<file path="config.mk">
export PLATFORM = sky130hd
export DESIGN_NAME = tcw_ctrl
export DESIGN_NICKNAME = d
export VERILOG_FILES = /design/src/rtl/tcw_pkg.sv /design/src/rtl/tcw_ctrl.sv
export VERILOG_INCLUDE_DIRS = /design/src /design/src/rtl
export SDC_FILE = /design/constraint.sdc
export NUM_CORES = 1
export LEC_CHECK = 0
export BUFFER_PORTS_ARGS = -buffer_cell sky130_fd_sc_hd__buf_2
export CAP_MARGIN = 15
export CORE_ASPECT_RATIO = 2
export CORE_MARGIN = 4
export CORE_UTILIZATION = 30
export DETAILED_ROUTE_END_ITERATION = 7
export GPL_TIMING_DRIVEN = 1
export PLACE_DENSITY = 0.49
export SLEW_MARGIN = 20
export SYNTH_ARGS = -nofsm -noshare
export SYNTH_HDL_FRONTEND = slang
export SYNTH_SLANG_ARGS = --single-unit
</file>
<file path="constraint.sdc">
create_clock -name clk -period 13.13 [get_ports clk]
set_input_delay 0.6565 -clock clk [delete_from_list [all_inputs] [get_ports clk]]
set_output_delay 0.6565 -clock clk [all_outputs]
set_load 0.02 [all_outputs]
</file>
<file path="src/rtl/text_console_writer_unit_macros.svh">
// Assertion helpers for the text console writer.
`ifndef TEXT_CONSOLE_WRITER_UNIT_MACROS_SVH
`define TEXT_CONSOLE_WRITER_UNIT_MACROS_SVH
`ifndef SYNTHESIS
// Same-cycle implication.
`define TCW_ASSERT_NOW(label, clk, rst, ante, cons) \
  label: assert property (@(posedge clk) disable iff (rst) (ante) |-> (cons)) \
    else $error("tcw check failed");
// Next-cycle implication.
`define TCW_ASSERT_NEXT(label, clk, rst, ante, cons) \
  label: assert property (@(posedge clk) disable iff (rst) (ante) |=> (cons)) \
    else $error("tcw check failed");
`else
`define TCW_ASSERT_NOW(label, clk, rst, ante, cons)
`define TCW_ASSERT_NEXT(label, clk, rst, ante, cons)
`endif
`endif

</file>
<file path="src/rtl/tcw_pkg.sv">
package tcw_pkg;

  localparam int SCREEN_ROWS_DEF = 25;
  localparam int MAX_COLUMNS_DEF = 80;
  localparam int PAGE_COUNT_DEF  = 8;

  localparam int COL_W    = 7;
  localparam int LINE_W   = 5;
  localparam int CODE_W   = 8;
  localparam int IDX_W    = 11;
  localparam int CELL_W   = 16;
  localparam int PAGE_W   = 3;
  localparam int CFG_IDX_W  = 1;
  localparam int CFG_DATA_W = 7;

  typedef logic [COL_W-1:0]  col_t;
  typedef logic [LINE_W-1:0] line_t;
  typedef logic [CELL_W-1:0] cell_t;
  typedef logic [PAGE_W-1:0] page_t;

  localparam logic [CFG_IDX_W-1:0] CFG_COLUMNS     = 1'b0;
  localparam logic [CFG_IDX_W-1:0] CFG_ACTIVE_PAGE = 1'b1;
  localparam col_t COLUMNS_RESET = 7'd80;

  localparam logic KIND_PUT  = 1'b0;
  localparam logic KIND_READ = 1'b1;

  localparam logic [CODE_W-1:0] NEWLINE_CODE = 8'd10;
  localparam logic [7:0]        PRINT_ATTR   = 8'h04;
  localparam cell_t             BLANK_CELL   = 16'h0400;
  localparam cell_t             CLEAR_CELL   = 16'h0000;

  typedef struct packed {
    logic              kind;
    logic [CODE_W-1:0] char_code;
    logic [IDX_W-1:0]  cell_index;
  } in_item_t;

  typedef struct packed {
    cell_t cell_data;
    col_t  cursor_column;
    line_t cursor_line;
  } out_item_t;

  typedef enum logic [2:0] {
    ST_CLEAR,
    ST_IDLE,
    ST_PUT,
    ST_COPY,
    ST_FILL,
    ST_DONE
  } tcw_state_t;

endpackage

</file>
<file path="src/rtl/tcw_ctrl.sv">
`include "text_console_writer_unit_macros.svh"

module tcw_ctrl #(
  parameter int SCREEN_ROWS = tcw_pkg::SCREEN_ROWS_DEF,
  parameter int MAX_COLUMNS = tcw_pkg::MAX_COLUMNS_DEF,
  parameter int DEPTH = SCREEN_ROWS * MAX_COLUMNS,
  parameter int AW    = $clog2(DEPTH),
  parameter int PW    = $clog2(DEPTH + 1),
  parameter int LW    = $clog2(SCREEN_ROWS)
) (
  input  logic                clk,
  input  logic                rst,
  input  logic                in_valid,
  output logic                in_stall,
  input  tcw_pkg::in_item_t   in_data,
  input  tcw_pkg::col_t       cols,
  input  logic                out_free,
  output logic                res_valid,
  output tcw_pkg::out_item_t  res,
  input  tcw_pkg::col_t       cur_col,
  input  logic [LW-1:0]       cur_row,
  output logic                cur_we,
  output tcw_pkg::col_t       cur_wcol,
  output logic [LW-1:0]       cur_wrow,
  output logic                mem_we,
  output logic [AW-1:0]       mem_waddr,
  output tcw_pkg::cell_t      mem_wdata,
  output logic                mem_re,
  output logic [AW-1:0]       mem_raddr,
  input  tcw_pkg::cell_t      mem_rdata
);

  tcw_pkg::tcw_state_t state, state_next;
  logic [PW-1:0]       ptr, ptr_next;
  logic                cp_valid, cp_valid_next;
  logic [AW-1:0]       cp_addr, cp_addr_next;
  tcw_pkg::in_item_t   item;
  logic                in_range;
  logic                accept;

  logic [PW-1:0]       lim;
  tcw_pkg::col_t       col_w, col_inc;
  logic                is_nl, wrap, scroll;
  logic [LW:0]         row_adv;
  logic [PW-1:0]       put_addr;

  assign in_stall = (state != tcw_pkg::ST_IDLE);
  assign accept   = in_valid && !in_stall;
  assign lim      = PW'(cols) * PW'(SCREEN_ROWS);

  // put arithmetic
  always_comb begin
    col_w   = (cur_col >= cols) ? cols - 7'd1 : cur_col;
    col_inc = col_w + 7'd1;
    is_nl   = (item.char_code == tcw_pkg::NEWLINE_CODE);
    wrap    = is_nl || (col_inc >= cols);
    row_adv = wrap ? {1'b0, cur_row} + (LW+1)'(1) : {1'b0, cur_row};
    scroll  = (int'(row_adv) >= SCREEN_ROWS);
    put_addr = PW'(cols) * PW'(cur_row) + PW'(col_w);
  end

  always_ff @(posedge clk) begin
    if (rst) begin
      state    <= tcw_pkg::ST_CLEAR;
      ptr      <= '0;
      cp_valid <= 1'b0;
    end else begin
      state    <= state_next;
      ptr      <= ptr_next;
      cp_valid <= cp_valid_next;
    end
  end

  always_ff @(posedge clk) begin
    cp_addr <= cp_addr_next;
    if (accept) begin
      item     <= in_data;
      in_range <= (int'(in_data.cell_index) < DEPTH);
    end
  end

  always_comb begin
    state_next    = state;
    ptr_next      = ptr;
    cp_valid_next = 1'b0;
    cp_addr_next  = cp_addr;
    mem_we    = 1'b0;
    mem_waddr = AW'(ptr);
    mem_wdata = tcw_pkg::CLEAR_CELL;
    mem_re    = 1'b0;
    mem_raddr = AW'(ptr);
    cur_we    = 1'b0;
    cur_wcol  = wrap ? '0 : col_inc;
    cur_wrow  = scroll ? LW'(SCREEN_ROWS - 1) : row_adv[LW-1:0];
    res_valid = 1'b0;
    res.cell_data     = (item.kind == tcw_pkg::KIND_READ && in_range) ? mem_rdata : '0;
    res.cursor_column = cur_col;
    res.cursor_line   = tcw_pkg::line_t'(cur_row);

    case (state)
      tcw_pkg::ST_CLEAR: begin
        mem_we   = 1'b1;
        ptr_next = ptr + PW'(1);
        if (ptr == PW'(DEPTH - 1)) begin
          state_next = tcw_pkg::ST_IDLE;
        end
      end
      tcw_pkg::ST_IDLE: begin
        if (accept) begin
          mem_re    = (in_data.kind == tcw_pkg::KIND_READ);
          mem_raddr = AW'(in_data.cell_index);
          state_next = (in_data.kind == tcw_pkg::KIND_READ) ?
                       tcw_pkg::ST_DONE : tcw_pkg::ST_PUT;
        end
      end
      tcw_pkg::ST_PUT: begin
        mem_we    = !is_nl;
        mem_waddr = AW'(put_addr);
        mem_wdata = {tcw_pkg::PRINT_ATTR, item.char_code};
        cur_we    = 1'b1;
        if (scroll) begin
          ptr_next   = PW'(cols);
          state_next = tcw_pkg::ST_COPY;
        end else begin
          state_next = tcw_pkg::ST_DONE;
        end
      end
      tcw_pkg::ST_COPY: begin
        // read row r, write the word back one row up in the following cycle
        mem_we    = cp_valid;
        mem_waddr = cp_addr;
        mem_wdata = mem_rdata;
        if (ptr < lim) begin
          mem_re        = 1'b1;
          cp_valid_next = 1'b1;
          cp_addr_next  = AW'(ptr - PW'(cols));
          ptr_next      = ptr + PW'(1);
        end else begin
          ptr_next   = lim - PW'(cols);
          state_next = tcw_pkg::ST_FILL;
        end
      end
      tcw_pkg::ST_FILL: begin
        mem_we    = 1'b1;
        mem_wdata = tcw_pkg::BLANK_CELL;
        ptr_next  = ptr + PW'(1);
        if (ptr == lim - PW'(1)) begin
          state_next = tcw_pkg::ST_DONE;
        end
      end
      tcw_pkg::ST_DONE: begin
        res_valid = 1'b1;
        if (out_free) begin
          state_next = tcw_pkg::ST_IDLE;
        end
      end
      default: begin
        state_next = tcw_pkg::ST_IDLE;
      end
    endcase
  end

  `TCW_ASSERT_NOW(a_waddr_range, clk, rst, mem_we, int'(mem_waddr) < DEPTH)
  `TCW_ASSERT_NOW(a_row_range, clk, rst, state != tcw_pkg::ST_CLEAR, int'(cur_row) < SCREEN_ROWS)
  `TCW_ASSERT_NOW(a_copy_lag, clk, rst, state == tcw_pkg::ST_COPY && mem_we, (PW'(mem_waddr) + PW'(cols)) == $past(ptr))
  `TCW_ASSERT_NEXT(a_done_idle, clk, rst, state == tcw_pkg::ST_DONE && out_free, state == tcw_pkg::ST_IDLE)

endmodule

</file>
==> summary.txt <==
Clock network
  • CTS clk-pin slew, worst paths: 60 ps
  • CTS max path bufs: 2
  • Hold Buf Count CTS: 0
  • Num CTS Buffers: 5
  • Postcts setup bufs: 0
  • # resized after CTS: 0
  • Clock Latency Late Sink: 290 ps
  • CTS tree: yes
  • Clock root buffer: clkbuf_16
  • Htree depth: 2
  • Sink Count: 36

Place
  • DP Area: 0.006953 mm2
  • Detail Placement HPWL: 17580 um
  • PortBufs: 141
  • GP Congestion: 0.8333

Layout
  • Area Growth Syn to Fin: 15.45%
  • Area of the multi-input gates: 0.004653 mm2
  • Final Cell Area: 0.007126 mm2
  • Share of layout cells above drive strength 1: 0.2109
  • Storage cell area: 932.1 um2
  • Ant diodes: 0
  • Layout fillers: 2245
  • Most frequent cells in the layout: 141 x buf_2, 87 x ha_1, 79 x inv_1
  • Final Net Count: 1032
  • Most common cell after layout, fill and taps aside: buf_2

Timing
  • Minimum clock period: 6903 ps
  • Final setup viols: 0
  • RSZ-0062 raised after global routing: no
  • Slew Viols, Final: 0
  • Least-Margin Pin Slew: 1133 ps
  • Clock Skew: 4.674 ps
  • Setup total negative slack: 0 ps
  • Tcrit/Tclk final: 0.5258
  • Max Freq: 0.1449 GHz
  • Worst slew margin: 0.2445
  • Final hold violation count: 0

Global routing
  • GRT Total Usage: 0.1839
  • Vias in the first global route: 6040
  • First-pass GRT wire length: 32680 um
  • Grt total ovfl: 0
  • Largest net degree at the start of global routing: 46
  • Initial antenna violation count: 0

Logic synthesis
  • Synth cell types: 78
  • Post-synthesis sequential area ratio: 0.1508
  • FF+latch count, synth: 36
  • Area contributors post-synth: ha_1 18%, edfxtp_1 10%, fa_1 7.8%
  • Mapped Avg Cell Area: 8.132 um2
  • Post-synth top area cell: ha_1
  • Ys Warns: 0
  • Cell area after synthesis: 0.006172 mm2
  • Asr flop ratio synth: 0
  • Most used DFF post-synth: edfxtp_1
  • Gate Count Post-Synth: 759
  • Syn nets: 929
  • Synth top area share: 0.1764
  • Post-synth EDFFs: 21

Route
  • ANT nets after route: 0
  • Met2 WL: 12310 um
  • Routed WL: 21110 um
  • Top sig layer: met4
  • Vias per cell: 5.058
  • Met3 Routed Length: 514 um
  • DR DRC count: 0
  • Post-Route M1 WL: 7150 um
  • Total number of vias: 5710
  • 1st-iter DRT viols: 256
  • Wire per inst: 18.70 um
  • First-pass detailed-route iteration total: 4

Status
  • Outcome: finished, final reports clean

Floorplanning
  • Effective utilization at floorplan: 0.3030
  • I/O pins: 142
  • Die width: 109.4 um
  • Row cnt: 74
  • Die Height: 210.9 um
  • Total die area: 0.02307 mm2
  • Core ar.: 0.02037 mm2

Min path
  • Worst Hold Class: input pin to flip-flop

Critical path
  • Crit Path Class: input pin to output port
  • Worst endpoint required time: 12470 ps
  • Maximum fanout along the worst path: 17
  • Worst Setup End Kind: output port
  • Setup crit start kind: input pin
  • WP data arrival: 6250 ps

Power and ir drop
  • PD cells: 90.26 mW/mm2
  • Leak pwr: 3.522 nW
  • Peak VDD IR: 37.31 uV

Job
  • Max cap viols: 0
==> per-layer routing <==
| metal | track usage | up-vias |
|---|---|---|
| met2 | 0.3729 | 100 |
| li1 | - | 2826 |
| met5 | 0 | - |
| met4 | 0.09341 | 0 |
| met3 | 0.01071 | 49 |
| met1 | 0.1770 | 2735 |
==> kinds of logic (layout without fill, tap and decap cells) <==
kind of cell / Yosys count / after routing / synth area share
compound gates: 156 / 156 / 0.1741
xor+xnor: 49 / 49 / 0.07196
fa+ha+maj: 111 / 111 / 0.2542
buf+inv: 129 / 233 / 0.09649
flops: 36 / 36 / 0.1508
mux: 30 / 30 / 0.05169
simple gates: 248 / 248 / 0.2007
==> report_power, final <==
part	total, mW	internal [mW]	switching [mW]
registers	0.123	0.121	0.00193
logic	0.381	0.154	0.227
clock network	0.139	0.0893	0.0502
==> critical path, cell delays in order <==
cell and delay, ps:
buf_2 320, ha_1 300, nand2b_1 140, a21o_1 170, a21oi_1 130, o21ai_1 80
a31o_2 350, mux2i_1 500, fa_1 510, fa_1 470, fa_1 550, inv_1 40
ha_1 300, nor2b_1 180, o21ai_0 130, a21boi_0 230, o21ai_0 160, a21oi_1 200
o21ai_0 130, a2111o_1 430, nand4_1 90, buf_2 170
==> registers in the layout (all words and copies together) (netlist names) <==
| name | cells |
|---|---|
| item | 9 |
| cp_addr | 11 |
| state | 3 |
| in_range | 1 |
| cp_valid | 1 |
| ptr | 11 |
==> stage by stage <==
stage	hold slack, ps	power [mW]	setup slack (ps)	instances	utilization
after floorplan	518.1	0.4081	6979	759	-
after global placement	645.8	0.5087	6299	1121	0.3413
after global routing	539.6	0.6997	5767	1129	0.3498
after detailed placement	653.8	0.5128	6213	1121	0.3413
final	545.5	0.6432	6227	1129	0.3498
after CTS	538.8	0.6540	6210	1129	0.3496
==> final cells by class <==
cell class                 count  area share
clock buffer                   5     0.01756
clock inverter                 3    0.005970
inverter                      79     0.04162
multi-input combinational    594      0.6530
sequential                    36      0.1308
tap                          266     0.04671
timing repair buffer         146      0.1043
==> final timing paths <==
check | from | endpoint | slack [ps] | cells past startpoint
worst max-delay path | cols[0] | mem_waddr[10] | 6230 | 22
worst min-delay path | in_data[17] | item[17] | 550 | 1
worst max register to register | ptr[8] | ptr[2] | 9550 | 8
worst min register to register | ptr[2] | ptr[2] | 660 | 2
==> synthesized netlist by cell type (all sizes together), types with 3 or more instances <==
master  number
nor2b        7
a31oi        4
a21boi       8
nand3       16
buf         21
a211oi       9
a21o        12
dfxtp       15
xor2        13
nor3        17
a21oi       35
mux2         9
o21ai       38
o32ai        4
xnor2       35
and3        29
o211ai       6
inv         79
edfxtp      21
nand2b      12
and2        21
nor4b        3
ha          87
nand4        6
o22ai        3
o21a         6
mux2i       21
nand2       69
a32oi        3
clkbuf      28
nand3b       4
nor2        55
fa          24
No activity file was read; power rests on OpenSTA's default activity.
