==> src/rtl/text_console_writer_unit_macros.svh <==
// Assertion helpers for the text console writer.
`ifndef TEXT_CONSOLE_WRITER_UNIT_MACROS_SVH
`define TEXT_CONSOLE_WRITER_UNIT_MACROS_SVH
`ifndef SYNTHESIS
// Same-cycle implication.
`define TCW_ASSERT_NOW(label, clk, rst, ante, cons) \
  label: assert property (@(posedge clk) disable iff (rst) (ante) |-> (cons)) \
    else $error("tcw check failed");
// Next-cycle implication.
`define TCW_ASSERT_NEXT(label, clk, rst, ante, cons) \
  label: assert property (@(posedge clk) disable iff (rst) (ante) |=> (cons)) \
    else $error("tcw check failed");
`else
`define TCW_ASSERT_NOW(label, clk, rst, ante, cons)
`define TCW_ASSERT_NEXT(label, clk, rst, ante, cons)
`endif
`endif

==> src/rtl/tcw_pkg.sv <==
package tcw_pkg;

  localparam int SCREEN_ROWS_DEF = 25;
  localparam int MAX_COLUMNS_DEF = 80;
  localparam int PAGE_COUNT_DEF  = 8;

  localparam int COL_W    = 7;
  localparam int LINE_W   = 5;
  localparam int CODE_W   = 8;
  localparam int IDX_W    = 11;
  localparam int CELL_W   = 16;
  localparam int PAGE_W   = 3;
  localparam int CFG_IDX_W  = 1;
  localparam int CFG_DATA_W = 7;

  typedef logic [COL_W-1:0]  col_t;
  typedef logic [LINE_W-1:0] line_t;
  typedef logic [CELL_W-1:0] cell_t;
  typedef logic [PAGE_W-1:0] page_t;

  localparam logic [CFG_IDX_W-1:0] CFG_COLUMNS     = 1'b0;
  localparam logic [CFG_IDX_W-1:0] CFG_ACTIVE_PAGE = 1'b1;
  localparam col_t COLUMNS_RESET = 7'd80;

  localparam logic KIND_PUT  = 1'b0;
  localparam logic KIND_READ = 1'b1;

  localparam logic [CODE_W-1:0] NEWLINE_CODE = 8'd10;
  localparam logic [7:0]        PRINT_ATTR   = 8'h04;
  localparam cell_t             BLANK_CELL   = 16'h0400;
  localparam cell_t             CLEAR_CELL   = 16'h0000;

  typedef struct packed {
    logic              kind;
    logic [CODE_W-1:0] char_code;
    logic [IDX_W-1:0]  cell_index;
  } in_item_t;

  typedef struct packed {
    cell_t cell_data;
    col_t  cursor_column;
    line_t cursor_line;
  } out_item_t;

  typedef enum logic [2:0] {
    ST_CLEAR,
    ST_IDLE,
    ST_PUT,
    ST_COPY,
    ST_FILL,
    ST_DONE
  } tcw_state_t;

endpackage

==> src/rtl/tcw_cursor_file.sv <==
module tcw_cursor_file #(
  parameter int PAGE_COUNT  = tcw_pkg::PAGE_COUNT_DEF,
  parameter int SCREEN_ROWS = tcw_pkg::SCREEN_ROWS_DEF,
  parameter int PGW = (PAGE_COUNT > 1) ? $clog2(PAGE_COUNT) : 1,
  parameter int LW  = $clog2(SCREEN_ROWS)
) (
  input  logic                 clk,
  input  logic                 rst,
  input  logic [PGW-1:0]       page,
  output tcw_pkg::col_t        col,
  output logic [LW-1:0]        row,
  input  logic                 we,
  input  tcw_pkg::col_t        wcol,
  input  logic [LW-1:0]        wrow
);

  tcw_pkg::col_t col_q [PAGE_COUNT];
  logic [LW-1:0] row_q [PAGE_COUNT];

  always_ff @(posedge clk) begin
    if (rst) begin
      for (int i = 0; i < PAGE_COUNT; i++) begin
        col_q[i] <= '0;
        row_q[i] <= '0;
      end
    end else if (we) begin
      col_q[page] <= wcol;
      row_q[page] <= wrow;
    end
  end

  assign col = col_q[page];
  assign row = row_q[page];

endmodule

==> config.mk <==
export PLATFORM = sky130hd
export DESIGN_NAME = tcw_cursor_file
export DESIGN_NICKNAME = d
export VERILOG_FILES = /design/src/rtl/text_console_writer_unit_macros.svh /design/src/rtl/tcw_pkg.sv /design/src/rtl/tcw_cursor_file.sv
export SDC_FILE = /design/constraint.sdc
export NUM_CORES = 1
export LEC_CHECK = 0
export BUFFER_PORTS_ARGS = -buffer_cell sky130_fd_sc_hd__buf_2
export CORE_MARGIN = 2
export CORE_UTILIZATION = 60
export CTS_CLUSTER_DIAMETER = 40
export DETAILED_ROUTE_END_ITERATION = 7
export PLACE_DENSITY = 0.78
export REMOVE_ABC_BUFFERS = 1
export SETUP_SLACK_MARGIN = 0.15
export SYNTH_ARGS = -nofsm -noshare
export SYNTH_HDL_FRONTEND = slang
export SYNTH_SLANG_ARGS = --single-unit
==> constraint.sdc <==
create_clock -name clk -period 2.85 [get_ports clk]
set_input_delay 0.1425 -clock clk [delete_from_list [all_inputs] [get_ports clk]]
set_output_delay 0.1425 -clock clk [all_outputs]
set_load 0.005 [all_outputs]
==> results of run 1 <==
[through the flow]
step | total power [uW] | area, um^2
detailed placement | 1940 | 4720
floorplan | 1810 | 4400
global route | 3030 | 4950
CTS | 2950 | 4950
global placement | 1930 | 4720
finish | 2930 | 4950
[registers in the layout, indices dropped and copies added, names as in the netlist]
register / count
col_q: 56
row_q: 40
[cell usage in the layout, fill, tap and decap left out, types with 2 or more instances in the layout]
cell	count
clkbuf_8	9
bufinv_16	3
clkinv_1	3
nor2_1	4
and2_1	96
buf_2	29
or3b_2	2
nand3_1	2
nor3b_1	2
edfxtp_1	96
mux2_2	11
a21oi_1	2
mux4_2	4
mux2i_1	3
or2_2	8
nand2b_1	2
buf_4	7
mux4_1	16
nor2_2	3
a31oi_1	2
[cell type report]
class | count | area, um^2 | area share [%]
well taps | 99 | 124 | 2.50
clock buffers | 9 | 124 | 2.50
flip-flops and latches | 96 | 2880 | 58.2
multi-input cells | 167 | 1520 | 30.6
clock inverters | 7 | 110 | 2.22
repair buffers | 36 | 198 | 3.99
[how the worst min path moves through the flow]
stage | end | startpoint | depth (start not counted) | slack [ns]
3_3_place_gp | col_q[1][4] | wcol[4] | 2 | 0.51
3_5_place_dp | col_q[5][4] | wcol[4] | 2 | 0.51
4_1_cts | col_q[5][4] | wcol[4] | 2 | 0.13
6_report | col_q[2][4] | wcol[4] | 2 | 0.14
2_1_floorplan | col_q[0][0] | wcol[0] | 1 | 0.34
5_1_grt | col_q[1][4] | wcol[4] | 2 | 0.13
[cell families after synthesis]
group	Yosys count	synth area share, %
mux	34	14.7
flops	96	64.0
buf+inv	18	2.39
compound gates	8	1.28
simple gates	125	17.6
[layer usage]
metal / vias to the layer above / wire length (um) / global-route usage, %
li1: 1107 / - / -
met1: 1208 / 3890 / 35.2
met2: 88 / 4500 / 38.1
met3: 9 / 628 / 6.09
met4: 0 / 112 / 6.28
met5: - / 0 / 0
[worst max-delay path, cell delays in order]
cell	delay, ns
buf_2	0.37
buf_4	0.40
mux4_1	0.62
mux2_2	0.29
buf_2	0.13
[power by group through the flow]
stage | Combinational [uW] | Clock, uW | Sequential, uW
after CTS | 249 | 1030 | 1660
after global routing | 267 | 1090 | 1670
final | 245 | 1030 | 1660
after global placement | 243 | 0 | 1690
after floorplan | 133 | 0 | 1680
after detailed placement | 248 | 0 | 1690
==> summary.txt, run 1 <==
Synth Register Bits -> 96
Max-slew headroom -> 56.1%
Post-Synthesis Cells -> 281
HPWL after detailed placement -> 5460 um
Final ANT Viol Nets -> 0
clock share of power -> 35.0%
Die H -> 90.7 um
gpl congestion -> 0.763
RSZ-0062 raised after global routing -> no
CP Capture Type -> primary output
sequential share of the synthesized area -> 64.0%
Netlist cell types -> 30
max capacitance violation total -> 0
Synth area leaders -> edfxtp_1 (64%), and2_1 (13%), mux4_1 (9.3%), mux2_2 (2.7%), mux4_2 (2.0%)
CP Launch Point -> page[0]
final WL -> 9130 um
largest net degree at the start of global routing -> 31
dpl cells -> 398
Port Buffers -> 29
DRC -> 0
setup bufs post-CTS -> 0
setup TNS -> 0 ns
Final Cycle Share -> 74.0%
filler instances -> 504
CTS-repair resized insts -> 0
Reg power frac -> 56.7%
Max Buffers Root-to-Sink -> 2
Starting Density -> 62.1%
Crit path required time -> 2.71 ns
full die area -> 8220 um^2
status -> complete, no violations
root buffer cell -> clkbuf_8
pre-CTS setup slack -> 0.654 ns
crit path capture -> col[2]
Post-CTS Hold Buffers -> 0
endpoints failing hold -> 0
first-pass GRT wire length -> 14400 um
Die X -> 90.7 um
DR vias -> 2412
vias in the first global route -> 2461
Hold WC Path Type -> input port to flop
CP Max Fanout -> 18
grt total ovfl -> 0
asr flop ratio synth -> 0%
Post-synth EDFFs -> 96
total net switching power -> 604 uW
cts bufs inserted -> 9
Synth top area share -> 64.0%
Sw Ratio -> 20.6%
final core utilization -> 68.3%
Synth area leader -> edfxtp_1
Critical Path AT -> 1.97 ns
TritonCTS clock tree -> done
Final Max Slew Viols -> 0
Max VDD drop -> 337 uV
final worst slack -> 0.740 ns
fmax -> 0.474 GHz
drt wl/cell -> 22.1 um
Synth top cells by count -> and2_1 (96), edfxtp_1 (96), mux4_1 (16)
Post-Syn Area per Cell -> 16.0 um^2
WHS -> 0.138 ns
crit path launch type -> input port
nets -> 328
Pint -> 2330 uW
dominant synthesized flop cell -> edfxtp_1
Worst-path clk slew -> 0.09 ns
DR iter-0 viols -> 246
Area Overhead vs Synth -> 9.94%
Ports -> 30
Comb pwr share -> 8.4%
Non-Filler Instances -> 414
Mapped Area -> 4510 um^2
Final Critical Period -> 2.11 ns
initial antenna violation count -> 0
# setup viols final -> 0
power per cell area -> 592 nW/um^2
DR vias/cell -> 5.83
Leak Pwr -> 0.00182 uW
drt pass-1 iters -> 4
worst-margin pin slew -> 0.657 ns
diode count -> 0
Setup CP Type -> input port to primary output
row cnt -> 31
Yosys warning total -> 0
H-tree levels -> 3
core box area -> 7250 um^2
share of cells above drive strength 1 -> 25.1%
Tot GR Track Use -> 24.5%
Sinks on Clock Net -> 96
No activity file was read; power rests on OpenSTA's default activity.
==> run 2, diff against run 1 <==
CORE_UTILIZATION = 54   (was 60)
PLACE_DENSITY = 0.74   (was 0.78)
clock period = 1.8 ns   (was 2.85 ns; I/O delays follow)
==> summary.txt, run 2 (synthesis gave the netlist of run 1 again) <==
status -> complete, no violations
diode count -> 0 (unchanged)
CP Max Fanout -> 1 (-17)
Die X -> 95.3 um (+5.2%)
clock share of power -> 31.4% (-3.6 points)
most flop-heavy register -> col_q
Port Buffers -> 29 (unchanged)
Starting Density -> 55.4% (-6.7 points)
Final Critical Period -> 1.75 ns
TritonCTS clock tree -> done
endpoints failing hold -> 0 (unchanged)
pre-CTS setup slack -> 0.205 ns (-0.449 ns)
drt pass-1 iters -> 4 (unchanged)
Sw Ratio -> 22.6% (+2.0 points)
row cnt -> 33 (+6.5%)
Max-slew headroom -> 66.8% (+11 points)
filler instances -> 611 (+21%)
Area Overhead vs Synth -> 9.97% (about the same)
grt total ovfl -> 0 (unchanged)
Setup CP Type -> flop to primary output
vias in the first global route -> 2477 (+0.65%)
largest net degree at the start of global routing -> 36 (+16%)
Sinks on Clock Net -> 96 (unchanged)
placed cell areas -> 4780 um^2 (+1.4%)
Max Buffers Root-to-Sink -> 2 (unchanged)
RSZ-0062 raised after global routing -> yes
Pint -> 3460 uW (+48%)
Die H -> 95.3 um (+5.2%)
DR vias/cell -> 5.73 (-1.6%)
Crit path required time -> 1.71 ns (-1.00 ns)
# setup viols final -> 0 (unchanged)
nets -> 334 (+1.8%)
Worst-path clk slew -> 0.10 ns (about the same)
Comb pwr share -> 9.5% (+1.1 points)
gpl congestion -> 0.791 (+3.7%)
hold path startpoint -> wrow[1]
full die area -> 9090 um^2 (+11%)
final WL -> 9360 um (+2.5%)
CP Capture Type -> primary output
CP Launch Point -> col_q[7][3]
DRC -> 0 (unchanged)
drt wl/cell -> 22.0 um (-0.37%)
Ports -> 30 (unchanged)
final instance area -> 4950 um^2 (about the same)
HPWL after detailed placement -> 5610 um (+2.7%)
setup TNS -> 0 ns (unchanged)
power per cell area -> 901 nW/um^2 (+52%)
most frequent cells in the layout -> and2_1 (96), edfxtp_1 (96), buf_2 (26)
Hold WC Path Type -> input port to flop
final worst slack -> 0.0533 ns (-0.687 ns)
max capacitance violation total -> 0 (unchanged)
Reg power frac -> 59.1% (+2.4 points)
Final Cycle Share -> 97.0%
root buffer cell -> clkbuf_8
first-pass GRT wire length -> 14000 um (-2.9%)
CP Cell Sequence -> mux4_2 -> mux2_4 -> buf_6
Tot GR Track Use -> 22.2% (-2.3 points)
share of cells above drive strength 1 -> 32.4% (+7.3 points)
Leak Pwr -> 0.00179 uW (-1.7%)
total net switching power -> 1010 uW (+67%)
registers with the most flip-flops -> col_q x56, row_q x40
cts bufs inserted -> 9 (unchanged)
Max VDD drop -> 549 uV (+63%)
DR vias -> 2443 (+1.3%)
total power -> 4460 uW (+52%)
initial antenna violation count -> 0 (unchanged)
worst-margin pin slew -> 0.497 ns (-0.160 ns)
Critical Path AT -> 1.66 ns (-0.31 ns)
Largest stage delay, worst path -> 0.50 ns (-0.12 ns)
WHS -> 0.0899 ns (-0.0477 ns)
DR iter-0 viols -> 181 (-26%)
max reg flops -> 56 (unchanged)
core box area -> 8130 um^2 (+12%)
crit path launch type -> flop
Final Max Slew Viols -> 0 (unchanged)
fmax -> 0.573 GHz
Final ANT Viol Nets -> 0 (unchanged)
H-tree levels -> 3 (unchanged)
CP max-delay cell -> mux4_2
## run 2: through the flow
step,utilization [%],std cells
floorplan,-,263
global placement,58.8,410
detailed placement,58.8,410
CTS,61.0,426
global route,60.9,426
finish,60.9,426
## run 2: worst max-delay path: cells and delay by family, from the launching register on
kind,cells,cell delay (ns)
buffers and inverters,1,0.12
DFF,1,0.39
muxes,2,0.79
## run 2: repair_timing
action,CTS,global route
gates resized for setup,20,4
hold buffers,0,0
pin swaps,0,1
buffers inserted,0,0
setup endpoints to repair,10,11
## run 2: cell type report
cell class              instances  area, um^2  area share [%]
clock buffers                  10         128            2.58
clock inverters                 6        68.8            1.39
multi-input cells             167        1470            29.7
flip-flops and latches         96        2880            58.2
well taps                     105         131            2.65
repair buffers                 42         274            5.53
## run 2: final timing paths
check / to / slack [ns] / depth (start not counted)
hold / removal: row_q[5][1] / 0.09 / 2
setup / recovery: col[3] / 0.05 / 3
## run 2: power groups by stage
stage          logic, uW  registers (uW)  clock network, uW
6_report             426            2640               1400
5_1_grt              458            2650               1510
4_1_cts              430            2640               1410
3_5_place_dp         401            2680                  0
3_3_place_gp         395            2670                  0
2_1_floorplan        211            2660                  0
## run 2: per-layer routing
metal	GRT usage, %	routed length, um
met2	36.2	4670
met4	9.66	282
met3	4.11	429
met1	29.5	3980
met5	0	0
==> run 3, diff against run 2 <==
CTS_CLUSTER_DIAMETER = unset   (was 40)
REMOVE_ABC_BUFFERS = unset   (was 1)
==> summary.txt, run 3 (synthesis gave the netlist of run 1 again) <==
status -> complete, no violations
# setup viols final -> 0 (unchanged)
Hold WC Path Type -> input port to flop
fmax -> 0.577 GHz (+0.70%)
Crit path required time -> 1.71 ns (about the same)
final WL -> 8900 um (-5.0%)
CP Buf/Inv Count -> 1 (unchanged)
root buffer cell -> clkbuf_8
final core utilization -> 61.7% (+0.80 points)
Tot GR Track Use -> 21.9% (-0.37 points)
setup TNS -> 0 ns (unchanged)
Die H -> 95.3 um (unchanged)
max reg flops -> 56 (unchanged)
wire length on met2 -> 4590 um (-1.7%)
full die area -> 9090 um^2 (unchanged)
nets -> 333 (-0.30%)
top layer reached by signal wires -> met4
H-tree levels -> 3 (unchanged)
hold path startpoint -> wcol[4]
crit path launch type -> flop
Met3 Wirelength -> 540 um (+26%)
placed cell areas -> 4790 um^2 (+0.10%)
RSZ-0062 raised after global routing -> yes
DR vias -> 2358 (-3.5%)
Worst path top cell family by delay -> multiplexers
DRC -> 0 (unchanged)
Post-Syn Nets -> 299
Reg power frac -> 59.1% (about the same)
Sinks on Clock Net -> 96 (unchanged)
Port Buffers -> 29 (unchanged)
Final Critical Period -> 1.73 ns (-0.0122 ns)
Register Area -> 2880 um^2 (unchanged)
Final Cycle Share -> 96.4% (-0.68 points)
CP Capture Type -> primary output
Ports -> 30 (unchanged)
met1 WL -> 3620 um (-9.3%)
most flop-heavy register -> col_q
Pint -> 3460 uW (+0.21%)
Max Buffers Root-to-Sink -> 2 (unchanged)
Sw Ratio -> 22.2% (-0.35 points)
Largest stage delay, worst path -> 0.47 ns (-0.03 ns)
power per cell area -> 887 nW/um^2 (-1.5%)
Starting Density -> 55.4% (unchanged)
Leak Pwr -> 0.00182 uW (+2.2%)
total power -> 4450 uW (-0.24%)
Worst-path clk slew -> 0.10 ns (about the same)
clock share of power -> 30.6% (-0.8 points)
Hold Path Sink -> col_q[3][4]
TritonCTS clock tree -> done
Die X -> 95.3 um (unchanged)
DR iter-0 viols -> 147 (-19%)
Final Max Slew Viols -> 0 (unchanged)
Hold Path Depth -> 2 (unchanged)
final instance area -> 5020 um^2 (+1.3%)
grt total ovfl -> 0 (unchanged)
CP Cell Sequence -> mux4_2 -> mux2_2 -> buf_2
endpoints failing hold -> 0 (unchanged)
Max VDD drop -> 479 uV (-13%)
most frequent cells in the layout -> and2_1 (96), edfxtp_1 (96), buf_2 (21)
worst-margin pin slew -> 0.480 ns (-0.0173 ns)
WHS -> 0.0813 ns (-0.00857 ns)
row cnt -> 33 (unchanged)
Max-slew headroom -> 68.0% (+1.2 points)
CP Max Fanout -> 1 (unchanged)
Comb pwr share -> 10.2% (+0.7 points)
gpl congestion -> 0.742 (-6.2%)
core box area -> 8130 um^2 (unchanged)
area of the multi-input gates -> 1510 um^2 (+2.6%)
diode count -> 0 (unchanged)
CP max-delay cell -> mux4_2
Final ANT Viol Nets -> 0 (unchanged)
share of cells above drive strength 1 -> 31.6% (-0.84 points)
registers with the most flip-flops -> col_q x56, row_q x40
largest net degree at the start of global routing -> 36 (unchanged)
cts bufs inserted -> 9 (unchanged)
first-pass GRT wire length -> 13800 um (-1.4%)
drt pass-1 iters -> 5 (+1)
Setup CP Type -> flop to primary output
vias in the first global route -> 2472 (-0.20%)
initial antenna violation count -> 0 (unchanged)
drt wl/cell -> 20.9 um (-4.8%)
Area Overhead vs Synth -> 11.4%
max capacitance violation total -> 0 (unchanged)
total net switching power -> 989 uW (-1.8%)
filler instances -> 583 (-4.6%)
Critical Path AT -> 1.64 ns (-0.02 ns)
HPWL after detailed placement -> 5340 um (-4.9%)
DR vias/cell -> 5.55 (-3.3%)
==> run 3: per-layer routing <==
| layer | GRT usage [%] | vias up |
|---|---|---|
| met4 | 10.5 | 0 |
| li1 | - | 1110 |
| met2 | 35.3 | 66 |
| met5 | 0 | - |
| met3 | 3.08 | 9 |
| met1 | 29.5 | 1173 |
==> run 3: worst max-delay path by stage <==
stage           startpoint          end  slack [ns]  depth (start not counted)
5_1_grt        col_q[4][2]       col[2]        0.01                          3
3_5_place_dp           rst  row_q[1][4]        0.24                          4
2_1_floorplan      page[2]  col_q[0][0]        0.41                          4
4_1_cts        row_q[7][4]       row[4]        0.04                          3
6_report       col_q[4][2]       col[2]        0.07                          3
3_3_place_gp       page[0]       col[1]        0.26                          5
==> run 3: cell type report <==
class | count | area share, %
clock inverter | 7 | 1.25
timing repair buffer | 41 | 6.18
tap | 105 | 2.62
sequential | 96 | 57.4
clock buffer | 9 | 2.47
multi-input combinational | 167 | 30.1
==> run 3: per-stage QoR <==
step	worst slack (ns)	std cells
2_1_floorplan	0.407	281
3_3_place_gp	0.262	409
3_5_place_dp	0.240	409
4_1_cts	0.0439	425
5_1_grt	0.0105	425
6_report	0.0655	425
==> run 3: repair_timing <==
action,in CTS,in global routing
hold buffers,0,0
gates resized for setup,15,20
pin swaps,0,3
setup endpoints to repair,10,12
buffers inserted,0,0
==> run 3: power groups by stage <==
stage	clock network, uW	registers [uW]	logic (uW)
2_1_floorplan	0	2660	253
5_1_grt	1440	2650	497
3_5_place_dp	0	2680	397
3_3_place_gp	0	2670	391
4_1_cts	1380	2630	419
6_report	1360	2630	455
